<file path="config.mk">
export PLATFORM = sky130hd
export DESIGN_NAME = layer_color_special_effects_unit
export DESIGN_NICKNAME = d
export VERILOG_FILES = /design/src/rtl/lcse_pkg.sv /design/src/rtl/lcse_chan.sv /design/src/rtl/layer_color_special_effects_unit.sv
export SDC_FILE = /design/constraint.sdc
export NUM_CORES = 1
export LEC_CHECK = 0
export BUFFER_PORTS_ARGS = -buffer_cell sky130_fd_sc_hd__buf_4
export CAP_MARGIN = 15
export CORE_MARGIN = 2
export CORE_UTILIZATION = 30
export DETAILED_ROUTE_END_ITERATION = 12
export PLACE_DENSITY_LB_ADDON = 0.25
export SYNTH_ARGS = -nofsm -noshare
export SYNTH_HDL_FRONTEND = slang
export SYNTH_SLANG_ARGS = --single-unit
export TNS_END_PERCENT = 1
</file>
<file path="constraint.sdc">
create_clock -name clk -period 4.5 [get_ports clk]
set_input_delay 0.45 -clock clk [delete_from_list [all_inputs] [get_ports clk]]
set_output_delay 0.45 -clock clk [all_outputs]
set_load 0.01 [all_outputs]
</file>
<file path="src/rtl/lcse_pkg.sv">
// Package for the layer colour special effects unit: codes, types, helpers.
// No dependencies.
`default_nettype none

package lcse_pkg;

    // configuration register indexes
    localparam logic [1:0] REG_BLEND_CONTROL = 2'd0;
    localparam logic [1:0] REG_FIRST_WEIGHT  = 2'd1;
    localparam logic [1:0] REG_SECOND_WEIGHT = 2'd2;
    localparam logic [1:0] REG_FADE_FACTOR   = 2'd3;

    // selected effect
    localparam logic [2:0] EFF_NONE   = 3'd0;
    localparam logic [2:0] EFF_BLEND  = 3'd1;
    localparam logic [2:0] EFF_BRIGHT = 3'd2;
    localparam logic [2:0] EFF_DARK   = 3'd3;
    localparam logic [2:0] EFF_B3D    = 3'd4;

    // datapath operation per channel
    localparam logic [1:0] KIND_PASS  = 2'd0;
    localparam logic [1:0] KIND_SUM16 = 2'd1;
    localparam logic [1:0] KIND_SUM32 = 2'd2;
    localparam logic [1:0] KIND_DARK  = 2'd3;

    localparam logic [5:0] CHAN_MAX  = 6'd63;
    localparam logic [4:0] WEIGHT_ONE = 5'd16;
    localparam logic [7:0] FLAGS_FULL = 8'hFF;
    localparam logic [11:0] BIAS16   = 12'd8;
    localparam logic [11:0] BIAS32   = 12'd16;
    localparam logic [10:0] BIAS_DARK = 11'd7;

    typedef struct packed {
        logic [1:0] kind;
        logic [4:0] wa;
        logic [4:0] wb;
    } lcse_op_t;

    function automatic logic [4:0] sat16(input logic [4:0] v);
        sat16 = (v > WEIGHT_ONE) ? WEIGHT_ONE : v;
    endfunction

endpackage

`default_nettype wire

</file>
<file path="src/rtl/lcse_chan.sv">
// One colour channel: registered products, then sum, scale and clamp.
// Depends on lcse_pkg.
`default_nettype none

module lcse_chan
    import lcse_pkg::*;
(
    input  wire logic       clk,
    input  wire logic       load,
    input  wire lcse_op_t   op,
    input  wire logic [5:0] a,
    input  wire logic [5:0] b,
    output logic      [5:0] res
);

    logic [10:0] pa_reg;
    logic [10:0] pb_reg;
    logic [1:0]  kind_reg;
    logic [11:0] sum;
    logic [10:0] dk;
    logic [7:0]  q16;
    logic [6:0]  q32;

    always_ff @(posedge clk)
    begin
        if (load)
        begin
            pa_reg   <= 11'(a * op.wa);
            pb_reg   <= 11'(b * op.wb);
            kind_reg <= op.kind;
        end
    end

    always_comb
    begin
        sum = {1'b0, pa_reg} + {1'b0, pb_reg}
            + ((kind_reg == KIND_SUM32) ? BIAS32 : BIAS16);
        dk  = pb_reg + BIAS_DARK;
        q16 = sum[11:4];
        q32 = sum[11:5];
        unique case (kind_reg)
            KIND_SUM16: res = (q16 > 8'(CHAN_MAX)) ? CHAN_MAX : q16[5:0];
            KIND_SUM32: res = (q32 > 7'(CHAN_MAX)) ? CHAN_MAX : q32[5:0];
            KIND_DARK:  res = pa_reg[9:4] - dk[9:4];  // c - round-down fade
            KIND_PASS:  res = '0;
        endcase
    end

endmodule

`default_nettype wire

</file>
<file path="src/rtl/layer_color_special_effects_unit.sv">
// Top level of the layer colour special effects unit: decode, pipeline, config.
// Depends on lcse_pkg and lcse_chan.
//
//  channel   signals                                   direction
//  pixel     pix_valid/pix_stall, top_pixel,           request in
//            second_pixel, window_flags
//  result    res_valid/res_stall, result_pixel         request out
//  config    cfg_valid/cfg_ready, cfg_index, cfg_data  write in
//
// Three register stages: effect decode, per-channel multiply, sum/clamp into
// the output register. One request per cycle sustained while res_stall is low.
// Each stage loads whenever the stage after it is empty or moving, so a
// stalled result holds in place while earlier empty slots still fill.
// Reset clears the valid bits and the configuration registers.
// cfg_ready is always high; writes take effect for the next decoded request.
`default_nettype none

module layer_color_special_effects_unit
    import lcse_pkg::*;
(
    input  wire logic        clk,
    input  wire logic        rst_n,
    input  wire logic        pix_valid,
    output logic             pix_stall,
    input  wire logic [31:0] top_pixel,
    input  wire logic [31:0] second_pixel,
    input  wire logic [7:0]  window_flags,
    output logic             res_valid,
    input  wire logic        res_stall,
    output logic      [31:0] result_pixel,
    input  wire logic        cfg_valid,
    output logic             cfg_ready,
    input  wire logic [1:0]  cfg_index,
    input  wire logic [31:0] cfg_data
);

    // configuration
    logic [15:0] blend_control_reg;
    logic [4:0]  first_weight_reg;
    logic [4:0]  second_weight_reg;
    logic [4:0]  fade_factor_reg;

    assign cfg_ready = 1'b1;

    always_ff @(posedge clk or negedge rst_n)
    begin
        if (!rst_n)
        begin
            blend_control_reg <= '0;
            first_weight_reg  <= '0;
            second_weight_reg <= '0;
            fade_factor_reg   <= '0;
        end
        else if (cfg_valid && cfg_ready)
        begin
            unique case (cfg_index)
                REG_BLEND_CONTROL: blend_control_reg <= cfg_data[15:0];
                REG_FIRST_WEIGHT:  first_weight_reg  <= cfg_data[4:0];
                REG_SECOND_WEIGHT: second_weight_reg <= cfg_data[4:0];
                REG_FADE_FACTOR:   fade_factor_reg   <= cfg_data[4:0];
            endcase
        end
    end

    // pipeline flow: a stage may load when it is empty or its request moves on
    logic v1_reg, v2_reg, v3_reg;
    logic r1, r2, r3;

    assign r3 = !v3_reg || !res_stall;
    assign r2 = !v2_reg || r3;
    assign r1 = !v1_reg || r2;
    assign pix_stall = !r1;
    assign res_valid = v3_reg;

    always_ff @(posedge clk or negedge rst_n)
    begin
        if (!rst_n)
        begin
            v1_reg <= 1'b0;
            v2_reg <= 1'b0;
            v3_reg <= 1'b0;
        end
        else
        begin
            if (r1) v1_reg <= pix_valid;
            if (r2) v2_reg <= v1_reg;
            if (r3) v3_reg <= v2_reg;
        end
    end

    // stage 1: effect decode
    logic [7:0]  f1, f2;
    logic [15:0] tgt2;
    logic [7:0]  cls1;
    logic        hit2, sprite, three_d, sp_hit, td_hit, else_ok;
    logic [1:0]  mode;
    logic [2:0]  eff;
    lcse_op_t    op_next;
    logic [5:0]  a_next [3];
    logic [5:0]  b_next [3];
    logic [4:0]  eva;

    always_comb
    begin
        f1 = top_pixel[31:24];
        f2 = second_pixel[31:24];

        // second target class: sprite, then 3D, else the layer flags
        priority if (f2[7]) tgt2 = 16'h1000;
        else if (f2[6])     tgt2 = 16'h0100;
        else                tgt2 = {f2, 8'h00};
        hit2 = |(blend_control_reg & tgt2);

        sprite  = f1[7];
        three_d = f1[6];
        sp_hit  = sprite && hit2;
        td_hit  = three_d && hit2;

        priority if (sprite) cls1 = 8'h10;
        else if (three_d)    cls1 = 8'h01;
        else                 cls1 = f1;
        else_ok = (|(blend_control_reg[7:0] & cls1)) && window_flags[5];

        mode = blend_control_reg[7:6];
        priority if (sp_hit)    eff = EFF_BLEND;
        else if (td_hit)        eff = EFF_B3D;
        else if ({1'b0, mode} == EFF_BLEND)
                                eff = (else_ok && hit2) ? EFF_BLEND : EFF_NONE;
        else if ({1'b0, mode} != EFF_NONE)
                                eff = else_ok ? {1'b0, mode} : EFF_NONE;
        else                    eff = EFF_NONE;

        // sprite with 3D flag carries its own alpha
        eva = (sp_hit && three_d) ? sat16(f1[4:0]) : sat16(first_weight_reg);

        op_next = '{kind: KIND_PASS, wa: '0, wb: '0};
        for (int i = 0; i < 3; i++)
        begin
            a_next[i] = top_pixel[8*i +: 6];
            b_next[i] = second_pixel[8*i +: 6];
        end

        unique case (eff)
            EFF_BLEND:
            begin
                op_next.kind = KIND_SUM16;
                op_next.wa   = eva;
                op_next.wb   = (sp_hit && three_d) ? (WEIGHT_ONE - eva)
                                                   : sat16(second_weight_reg);
            end
            EFF_BRIGHT:
            begin
                // 16c + (63-c)f, rounded by 8, equals c + fade step
                op_next.kind = KIND_SUM16;
                op_next.wa   = WEIGHT_ONE;
                op_next.wb   = sat16(fade_factor_reg);
                for (int i = 0; i < 3; i++)
                    b_next[i] = CHAN_MAX - top_pixel[8*i +: 6];
            end
            EFF_DARK:
            begin
                op_next.kind = KIND_DARK;
                op_next.wa   = WEIGHT_ONE;
                op_next.wb   = sat16(fade_factor_reg);
                for (int i = 0; i < 3; i++)
                    b_next[i] = top_pixel[8*i +: 6];
            end
            EFF_B3D:
            begin
                // full alpha passes the top pixel untouched
                if (f1[4:0] != 5'h1F)
                begin
                    op_next.kind = KIND_SUM32;
                    op_next.wa   = f1[4:0] + 5'd1;
                    op_next.wb   = 5'h1F - f1[4:0];
                end
            end
            default: op_next.kind = KIND_PASS;
        endcase
    end

    lcse_op_t    op1_reg;
    logic [5:0]  a1_reg [3];
    logic [5:0]  b1_reg [3];
    logic [31:0] t1_reg, t2_reg;
    logic        pass2_reg;
    logic [31:0] result_reg;

    always_ff @(posedge clk)
    begin
        if (r1 && pix_valid)
        begin
            op1_reg <= op_next;
            a1_reg  <= a_next;
            b1_reg  <= b_next;
            t1_reg  <= top_pixel;
        end
        if (r2 && v1_reg)
        begin
            t2_reg    <= t1_reg;
            pass2_reg <= (op1_reg.kind == KIND_PASS);
        end
    end

    // stages 2 and 3: per-channel arithmetic
    logic [5:0] ch_res [3];

    for (genvar g = 0; g < 3; g++)
    begin : g_chan
        lcse_chan u_chan (
            .clk  (clk),
            .load (r2 && v1_reg),
            .op   (op1_reg),
            .a    (a1_reg[g]),
            .b    (b1_reg[g]),
            .res  (ch_res[g])
        );
    end

    always_ff @(posedge clk)
    begin
        if (r3 && v2_reg)
            result_reg <= pass2_reg ? t2_reg
                        : {FLAGS_FULL, 2'b00, ch_res[2], 2'b00, ch_res[1],
                           2'b00, ch_res[0]};
    end

    assign result_pixel = result_reg;

endmodule

`default_nettype wire

</file>
---- Word-level counts from Yosys, hierarchy flattened ----
Index checks and enable logic that the tools add are counted.
cells by class
  reduce and logical (&&, ||, !) cells .... 28
  multiply operators ...................... 6
  bitwise logic cells ..................... 2
  eq/ne operators ......................... 12
  $add $sub $neg .......................... 18
  order comparisons ....................... 10
  multiplexer cells ....................... 31
operators by type and width
  cell                                                                             count
  6-bit case mux with 4 select lines                                               3
  6-bit by 5-bit multiplier with 11-bit output                                     6
  6-bit 2-to-1 mux                                                                 8
  11-bit by 11-bit adder with 12-bit output                                        3
  18-bit case mux with 2 select lines                                              1
  5-bit 2-to-1 mux                                                                 7
  10-bit by 3-bit adder with 10-bit output, second input constant                  3
  10-bit case mux with 3 select lines                                              1
  14-bit 2-to-1 mux                                                                2
  12-bit by 5-bit adder with 12-bit output                                         2
  8-bit by 6-bit greater-than comparator with 1-bit output, second input constant  3
  22-bit 2-to-1 mux                                                                1
  7-bit by 6-bit greater-than comparator with 1-bit output, second input constant  3
  5-bit greater-than comparator, second input constant                             4
  6-bit subtractor                                                                 3
  6-bit subtractor, first input constant                                           3
  16-bit AND                                                                       1
  16-bit OR reduction                                                              1
  12-bit adder                                                                     1
  12-bit 2-to-1 mux                                                                1
  5-bit subtractor, first input constant                                           2
  8-bit AND                                                                        1
  2-bit == test, second input constant                                             4
  1-bit logical AND                                                                8
  17 further kinds                                                                 35
storage, ports and cells
  bits in registers ....................... 247
  output and inout port bits .............. 35
  input bits .............................. 111

---- Depth between registers and ports, before layout ----
Gate-level depths: netlist (run 1).
  depth in word-level cells ............... 13
  gate-level depth with buffers ........... 14

---- By module ----
Synthesis (run 1) repeated with hierarchy kept, for this count alone.
second synthesis, totals
  cells, all modules ...................... 1,452
  area, all modules ....................... 16,668.5 um^2
modules (own cells, without submodules)
  module                            area an instance (um^2)  times used  cells each
  layer_color_special_effects_unit  6,377.4                  1           403
  lcse_chan (g_chan[2].u_chan)      3,435.8                  1           353
  lcse_chan (g_chan[1].u_chan)      3,428.3                  1           351
  lcse_chan (g_chan[0].u_chan)      3,427.0                  1           345

---- Worst setup path before layout (run 1) ----
Ideal clock, no wire load.
  path kind ............................... register to register
  from .................................... reg op1_reg[9] in the netlist's numbering
  to ...................................... reg g_chan[2].u_chan.pa_reg[10], data pin
  arrival time ............................ 3.555 ns
  stages on the path, launching flop included .. 15
  buffers on the path ..................... 1
  clock period less this slack ............ 3.820 ns
  slack ................................... 0.680 ns
  path through ............................ edfxtp_1 clkbuf_1 nand2_1 fa_1 fa_1 fa_1 inv_1 ha_1 a21oi_1 nor2_1 nor2_1 o21bai_1 a21oi_1 o21ai_0 xor2_1
on the way
  word-level cells in the longest chain between the ends .. 1
RTL lines
  item                                          line                                     RTL
  from (decl)                                   layer_color_special_effects_unit.sv:182  lcse_op_t op1_reg;
  from (signal assigned)                        layer_color_special_effects_unit.sv:193  op1_reg <= op_next;
  6-bit by 5-bit multiplier with 11-bit output  lcse_chan.sv:28                          pa_reg <= 11'(a * op.wa);
  to (signal assigned)                          lcse_chan.sv:28
  to (decl)                                     lcse_chan.sv:16                          logic [10:0] pa_reg;
No other way between the ends.
A chain may end at the register's enable or synchronous reset.

---- Worst setup path in the final report (run 1) ----
  from .................................... reg op1_reg[9] in the netlist's numbering
  to ...................................... reg g_chan[0].u_chan.pa_reg[10], data pin
on the way
  word-level cells in the longest chain between the ends .. 1
RTL lines
  item                                          line
  6-bit by 5-bit multiplier with 11-bit output  lcse_chan.sv:28
  to (signal assigned)                          lcse_chan.sv:28
  to (decl)                                     lcse_chan.sv:16
No other way between the ends.

==> results of run 1 <==
[metrics by stage]
| stage | setup slack (ns) | cell area [um^2] |
|---|---|---|
| 6_report | 0.346 | 19000 |
| 5_1_grt | 0.0369 | 19000 |
| 3_3_place_gp | 0.384 | 18100 |
| 4_1_cts | 0.299 | 19000 |
| 2_1_floorplan | 0.680 | 16400 |
| 3_5_place_dp | 0.335 | 18100 |
[routing by layer]
metal	vias up	GRT usage (%)	share of wire, %
met4	0	3.48	2.1
met3	41	1.37	2.5
met2	115	19.7	44
met1	4943	18.3	51
li1	5280	-	-
met5	-	0	0
[how the worst max path moves through the flow]
stage                             endpoint        from  cells past startpoint  slack [ns]
6_report       g_chan[0].u_chan.pa_reg[10]  op1_reg[9]                     12        0.35
5_1_grt        g_chan[2].u_chan.pb_reg[10]  op1_reg[4]                     13        0.04
4_1_cts        g_chan[0].u_chan.pa_reg[10]  op1_reg[9]                     12        0.30
3_5_place_dp   g_chan[0].u_chan.pa_reg[10]  op1_reg[9]                     12        0.33
3_3_place_gp   g_chan[0].u_chan.pa_reg[10]  op1_reg[8]                     12        0.38
2_1_floorplan  g_chan[2].u_chan.pa_reg[10]  op1_reg[9]                     14        0.68
[cells in the mapped netlist (all sizes together), types with 4 or more instances]
cell type	n	area share, %
a211oi	5	0.29
a21o	30	1.4
a21oi	63	2.0
a221o	6	0.37
a22oi	4	0.18
a31oi	11	0.42
and2	107	4.1
and3	10	0.40
buf	8	0.31
clkbuf	21	0.54
dfrtp	32	4.9
edfxtp	195	36
fa	75	9.1
ha	189	14
inv	138	3.2
mux2	47	3.2
nand2	139	3.2
nand2b	16	0.61
nand3	13	0.40
nand3b	7	0.32
nand4	6	0.34
nor2	29	0.69
nor2b	9	0.34
nor3	13	0.59
nor3b	5	0.26
o21a	4	0.18
o21ai	43	1.4
o21bai	15	0.71
o221ai	7	0.37
o22ai	7	0.27
o31ai	11	0.50
xnor2	81	4.4
xor2	37	2.0
[area by class of cell]
cell class / count / area, um^2 / share of cell area (%)
Clock inverter: 8 / 82.6 / 0.435
Clock buffer: 37 / 786 / 4.14
Antenna cell: 1 / 2.50 / 0.0132
Sequential cell: 227 / 6660 / 35.1
Tap cell: 696 / 871 / 4.59
Multi-Input combinational cell: 1035 / 9090 / 47.9
Timing Repair Buffer: 128 / 961 / 5.06
Inverter: 139 / 522 / 2.75
[power groups by stage]
stage          sequential, mW  clock [mW]  combinational (mW)
2_1_floorplan            3.08           0                3.58
3_3_place_gp             3.23           0                4.52
3_5_place_dp             3.23           0                4.57
4_1_cts                  3.19        2.22                4.61
5_1_grt                  3.24        2.28                5.19
6_report                 3.18        2.13                4.55
[cells by family (layout without fill, tap and decap cells)]
group | count (synthesis) | after routing
AOI/OAI and AO/OA | 236 | 236
xor gates and xnor gates | 118 | 118
adders and majority gates | 264 | 264
buffers and inverters | 169 | 312
DFF | 227 | 227
muxes | 50 | 50
other | 1 | 2
and+or+nand+nor | 366 | 366
[what timing repair did]
item / in CTS / in global routing
buffers inserted: 0 / 0
hold endpoints to repair: 32 / 0
hold buffers: 1 / 0
==> metrics.md, run 1 <==
| Metric | Value |
|---|---|
| Post-Route Utilization | 35.1% |
| Reg power frac | between 30% and 40% |
| Internal power | slightly above 6 mW |
| Status | complete, no violations |
| Clk root buf | clkbuf_16 |
| Post-synthesis sequential area ratio | about 40% |
| Worst path bufs/invs | 1 |
| CTS max path bufs | 3 |
| Via/cell ratio | around 4.6 |
| CP endpoint kind | flop |
| Num CTS Buffers | 25 |
| Final min period | 4.15 ns |
| HPWL Detailed | between 20 and 30 mm |
| Prevailing post-synth register cell | edfxtp_1 |
| Pleak | 8.40 nW |
| Slowest stage delay, CP | ~0.70 ns |
| Initial core utilization | 30.4% |
| WL/cell | about 15 um |
| FFs w/ async S/R, synth | between 10% and 20% |
| CTS tree | done |
| Clock sink count | 227 |
| Sw Share | between 30% and 40% |
| Post-Synth Adder-Cell Area | between 20% and 30% |
| Via count | about 10k |
| Post-synthesis cell type count | 86 |
| Critical path startpoint category | flop |
| Multiplexer share of the synthesized area | 3.41% |
| Total GRT Usage | around an eighth |
| Setup TNS | 0 ns |
| Chip height | ~240 um |
| Switching pwr | around 3.7 mW |
| Worst Reg-to-Reg Cells | 12 |
| Crit path top cell by count | fa_1 |
| Final setup fails | 0 |
| Worst Skew | 0.0259 ns |
| Drt first-iter violations | 376 |
| WP data arrival | roughly 4.5 ns |
| Top delay family on crit path | adder cells |
| DR pass1 iterations | 4 |
| Final hold vios | 0 |
| I/O pin total | roughly 150 |
| Finished Layout Cells | ~2.3k |
| Area of the die | ~0.057 mm^2 |
| Vias in the first global route | 10.6k |
| R2R Path Start | op1_reg[9] |
| Rel. slew slack | 23.8% |
| Fmax | 0.241 GHz |
| PD cells | about 520 mW/mm^2 |
| Pwr Total | around 9.9 mW |
| Hold Path Origin | top_pixel[15] |
| WP data required | roughly 4.8 ns |
| CTS H-tree lvls | 1 |
| Post-synthesis register bit count | roughly 230 |
| Global route overflow | 0 |
| Hold path depth | 1 |
| Pin slew with the least headroom to its limit | roughly 1.1 ns |
| First-pass GRT wire length | about 57 mm |
| R2R Path End | g_chan[0].u_chan.pa_reg[10] |
| Fraction of layout cells with a size suffix above 1 | between 15 and 20% |
| PortBufs | roughly 110 |
| Setup CP Type | flop to flop |
| RSZ-0062 raised after global routing | no |
| Critical-path top delay cell | edfxtp_1 |
| Core area | 0.0540 mm^2 |
| CTS resizes | 0 |
| Synth Area in XOR/XNOR | 6.34% |
| Synth Area in Simple Gates | roughly an eighth |
| Final period util | 92.3% |
| Syn Inst Count | between 1k and 1.5k |
| Gate power share | between 40% and 50% |
| Final hold slack | approximately 0.075 ns |
| Initial antenna violation count | 0 |
| Syn-to-layout area delta | 15.5% |
| Crit path cell chain | nand2_1 > fa_1 > fa_1 > fa_1 > inv_1 > ha_1 > a21o_1 > a21oi_1 > o21bai_1 > a21oi_1 > o21ai_0 > xor2_1 |
| Max IR drop VDD | between 0.2 and 0.3 mV |
| Hold crit path type | input port to flop |
| Max-cap violations | 0 |
| FILL cells | between 5k and 6k |
| Reg2Reg Setup Slack | roughly 0.35 ns |
| Final nets | around 1.9k |
| Final estimated routing congestion in global placement | between 0.8 and 0.9 |
| Final slew viol count | 0 |
| Yosys warning count | 0 |
| Hold worst-path end | t1_reg[15] |
| Residual DRC count | 0 |
| Worst-Skew Late Latency | ~0.55 ns |
| EDFF count, synth | 195 |
| Worst-path clk slew | 0.06 ns |
| Std-Cell Rows | 85 |
| Routed WL | 35.1 mm |
| Largest family of logic cells by synthesized area | adder cells |
| Post-DRT Antenna Nets | 0 |
| Worst Path Max Fanout | 11 |
| Number of instances in the placed design | between 2k and 2.5k |
| Syn nets | approximately 1.8k |
| Commonest non-fill, non-tap cell in the layout | edfxtp_1 |
| Largest net degree at the start of global routing | 81 |
| Part of the power in the clock network | ~22% |
| Synth Area in Compound Gates | just over 10% |
| Cell Area, Synth | about 0.016 mm^2 |
| Leading cell types in the layout, fill and taps excluded | edfxtp_1, ha_1, nand2_1, inv_1, buf_4 |
| Die W | 238 um |
| Synth Area per Inst | 11.5 um^2 |
Power figures use the tool's default switching activity.
==> run 2, diff against run 1 <==
- CORE_ASPECT_RATIO: unset -> 0.6
==> metrics.md, run 2 (synthesis results as in run 1) <==
| Metric | Value |
|---|---|
| Residual DRC count | 0 |
| Clock sink count | between 200 and 250 |
| Critical path startpoint category | flop |
| Setup CP Type | flop to flop |
| Pin slew with the least headroom to its limit | 0.785 ns |
| Syn-to-layout area delta | 16.3% |
| Core area | around 0.054 mm^2 |
| Commonest non-fill, non-tap cell in the layout | edfxtp_1 |
| PortBufs | 113 |
| Final period util | about 90% |
| CTS max path bufs | 3 |
| Crit path from | op1_reg[4] |
| Final slew viol count | 0 |
| Std-Cell Rows | 66 |
| Via count | roughly 11k |
| Hold crit path type | input port to flop |
| WP data required | about 4.8 ns |
| Worst-path clk slew | ~0.06 ns |
| CTS tree | done |
| Pleak | 8.43 nW |
| R2R Path Start | op1_reg[4] |
| Via/cell ratio | about 4.6 |
| PD cells | ~540 mW/mm^2 |
| Worst-Skew Late Latency | approximately 0.55 ns |
| Total GRT Usage | ~14% |
| Final estimated routing congestion in global placement | between 0.8 and 0.9 |
| Drt first-iter violations | approximately 530 |
| Initial antenna violation count | 2 |
| First-pass GRT wire length | between 60 and 70 mm |
| Hold Path Origin | top_pixel[6] |
| Clk root buf | clkbuf_16 |
| RSZ-0062 raised after global routing | no |
| Final hold slack | approximately 0.086 ns |
| Fraction of layout cells with a size suffix above 1 | between 10% and 20% |
| Status | complete, no violations |
| Setup TNS | 0 ns |
| CP endpoint kind | flop |
| Routed WL | around 39 mm |
| I/O pin total | between 100 and 150 |
| Final min period | 4.06 ns |
| Area of the die | ~0.057 mm^2 |
| Final hold vios | 0 |
| Vias in the first global route | between 10k and 15k |
| Rel. slew slack | a little under half |
| Max IR drop VDD | 0.363 mV |
| Max-cap violations | 0 |
| HPWL Detailed | 31.3 mm |
| Worst Skew | between 0.01 and 0.015 ns |
| Final setup fails | 0 |
| DR pass1 iterations | 4 |
| WP data arrival | between 4 and 5 ns |
| CTS H-tree lvls | 1 |
| Fmax | between 0.2 and 0.25 GHz |
| Global route overflow | 0 |
| Num CTS Buffers | 25 |
| Final nets | approximately 1.9k |
| FILL cells | approximately 5.4k |
| Leading cell types in the layout, fill and taps excluded | edfxtp_1, ha_1, nand2_1, inv_1, buf_4 |
| Largest net degree at the start of global routing | 53 |
| Post-Route Utilization | a little over a third |
| Initial core utilization | between 30 and 40% |
| Chip height | 185 um |
| Setup bufs post-CTS | 0 |
| Post-DRT Antenna Nets | 0 |
| WL/cell | roughly 17 um |
| Die W | between 300 and 400 um |
| Worst Path Max Fanout | 14 |
==> run 2: changes by cell type in the layout (fill, tap and decap cells not counted), sizes merged <==
cell	change
clkinv	+4
clkinvlp	+4
bufinv	+5
clkbuf	-9
buf	+7
inv	-4
==> run 2: worst paths after layout <==
check                                         endpoint  slack [ns]  cells after the start
hold / removal                               t1_reg[6]        0.09                      1
setup / recovery           g_chan[2].u_chan.pb_reg[10]        0.44                     14
hold reg to reg                             t2_reg[24]        0.42                      0
min in group asynchronous         blend_control_reg[7]        0.42                      2
max in group asynchronous                    res_valid        3.78                      2
setup reg to reg           g_chan[2].u_chan.pb_reg[10]        0.44                     14
==> run 2: cell type report <==
| class | instances | area [um^2] | share of cell area, % |
|---|---|---|---|
| clock inverter | 17 | 249 | 1.30 |
| multi-input combinational | 1035 | 9090 | 47.6 |
| timing repair buffer | 135 | 1040 | 5.46 |
| sequential | 227 | 6660 | 34.9 |
| antenna | 1 | 2.50 | 0.0131 |
| inverter | 139 | 522 | 2.73 |
| tap | 714 | 893 | 4.68 |
| clock buffer | 28 | 637 | 3.34 |
==> run 2: critical path, stage by stage (launching register included) <==
cell and delay [ns]:
edfxtp_1 0.65, buf_4 0.22, nand2_1 0.08, fa_1 0.56, inv_1 0.06, fa_1 0.50
fa_1 0.49, ha_1 0.33, inv_1 0.09, nor2_1 0.05, nor2_1 0.15, o21bai_1 0.09
a21oi_1 0.24, o21ai_0 0.15, xor2_1 0.15
==> run 2: power by group <==
group	switching (mW)	leakage, nW	total (mW)	internal, mW
combinational	2.66	5.74	4.79	2.13
sequential	0.372	2.27	3.19	2.82
clock	0.884	0.418	2.25	1.36
==> run 2: timing repair <==
action / in CTS / in global routing
resized for setup: 0 / 0
hold buffers: 1 / 0
hold endpoints to repair: 32 / 0
==> run 2: metrics by stage <==
step | power, mW | cells | area (um^2) | setup slack (ns)
after CTS | 10.3 | 2291 | 19000 | 0.429
after global placement | 7.89 | 2245 | 18100 | 0.525
final | 10.2 | 2296 | 19100 | 0.444
after floorplan | 6.66 | 1431 | 16400 | 0.680
after global routing | 11.0 | 2295 | 19100 | 0.136
after detailed placement | 7.96 | 2245 | 18100 | 0.425
==> run 2: layer usage <==
metal | part of all wire, % | vias to the layer above | global-route usage [%]
met2 | 38 | 138 | 19.6
met4 | 1.4 | 4 | 2.29
met5 | 0.043 | - | 0
li1 | - | 5292 | -
met1 | 56 | 5130 | 22.5
met3 | 4.1 | 37 | 2.60
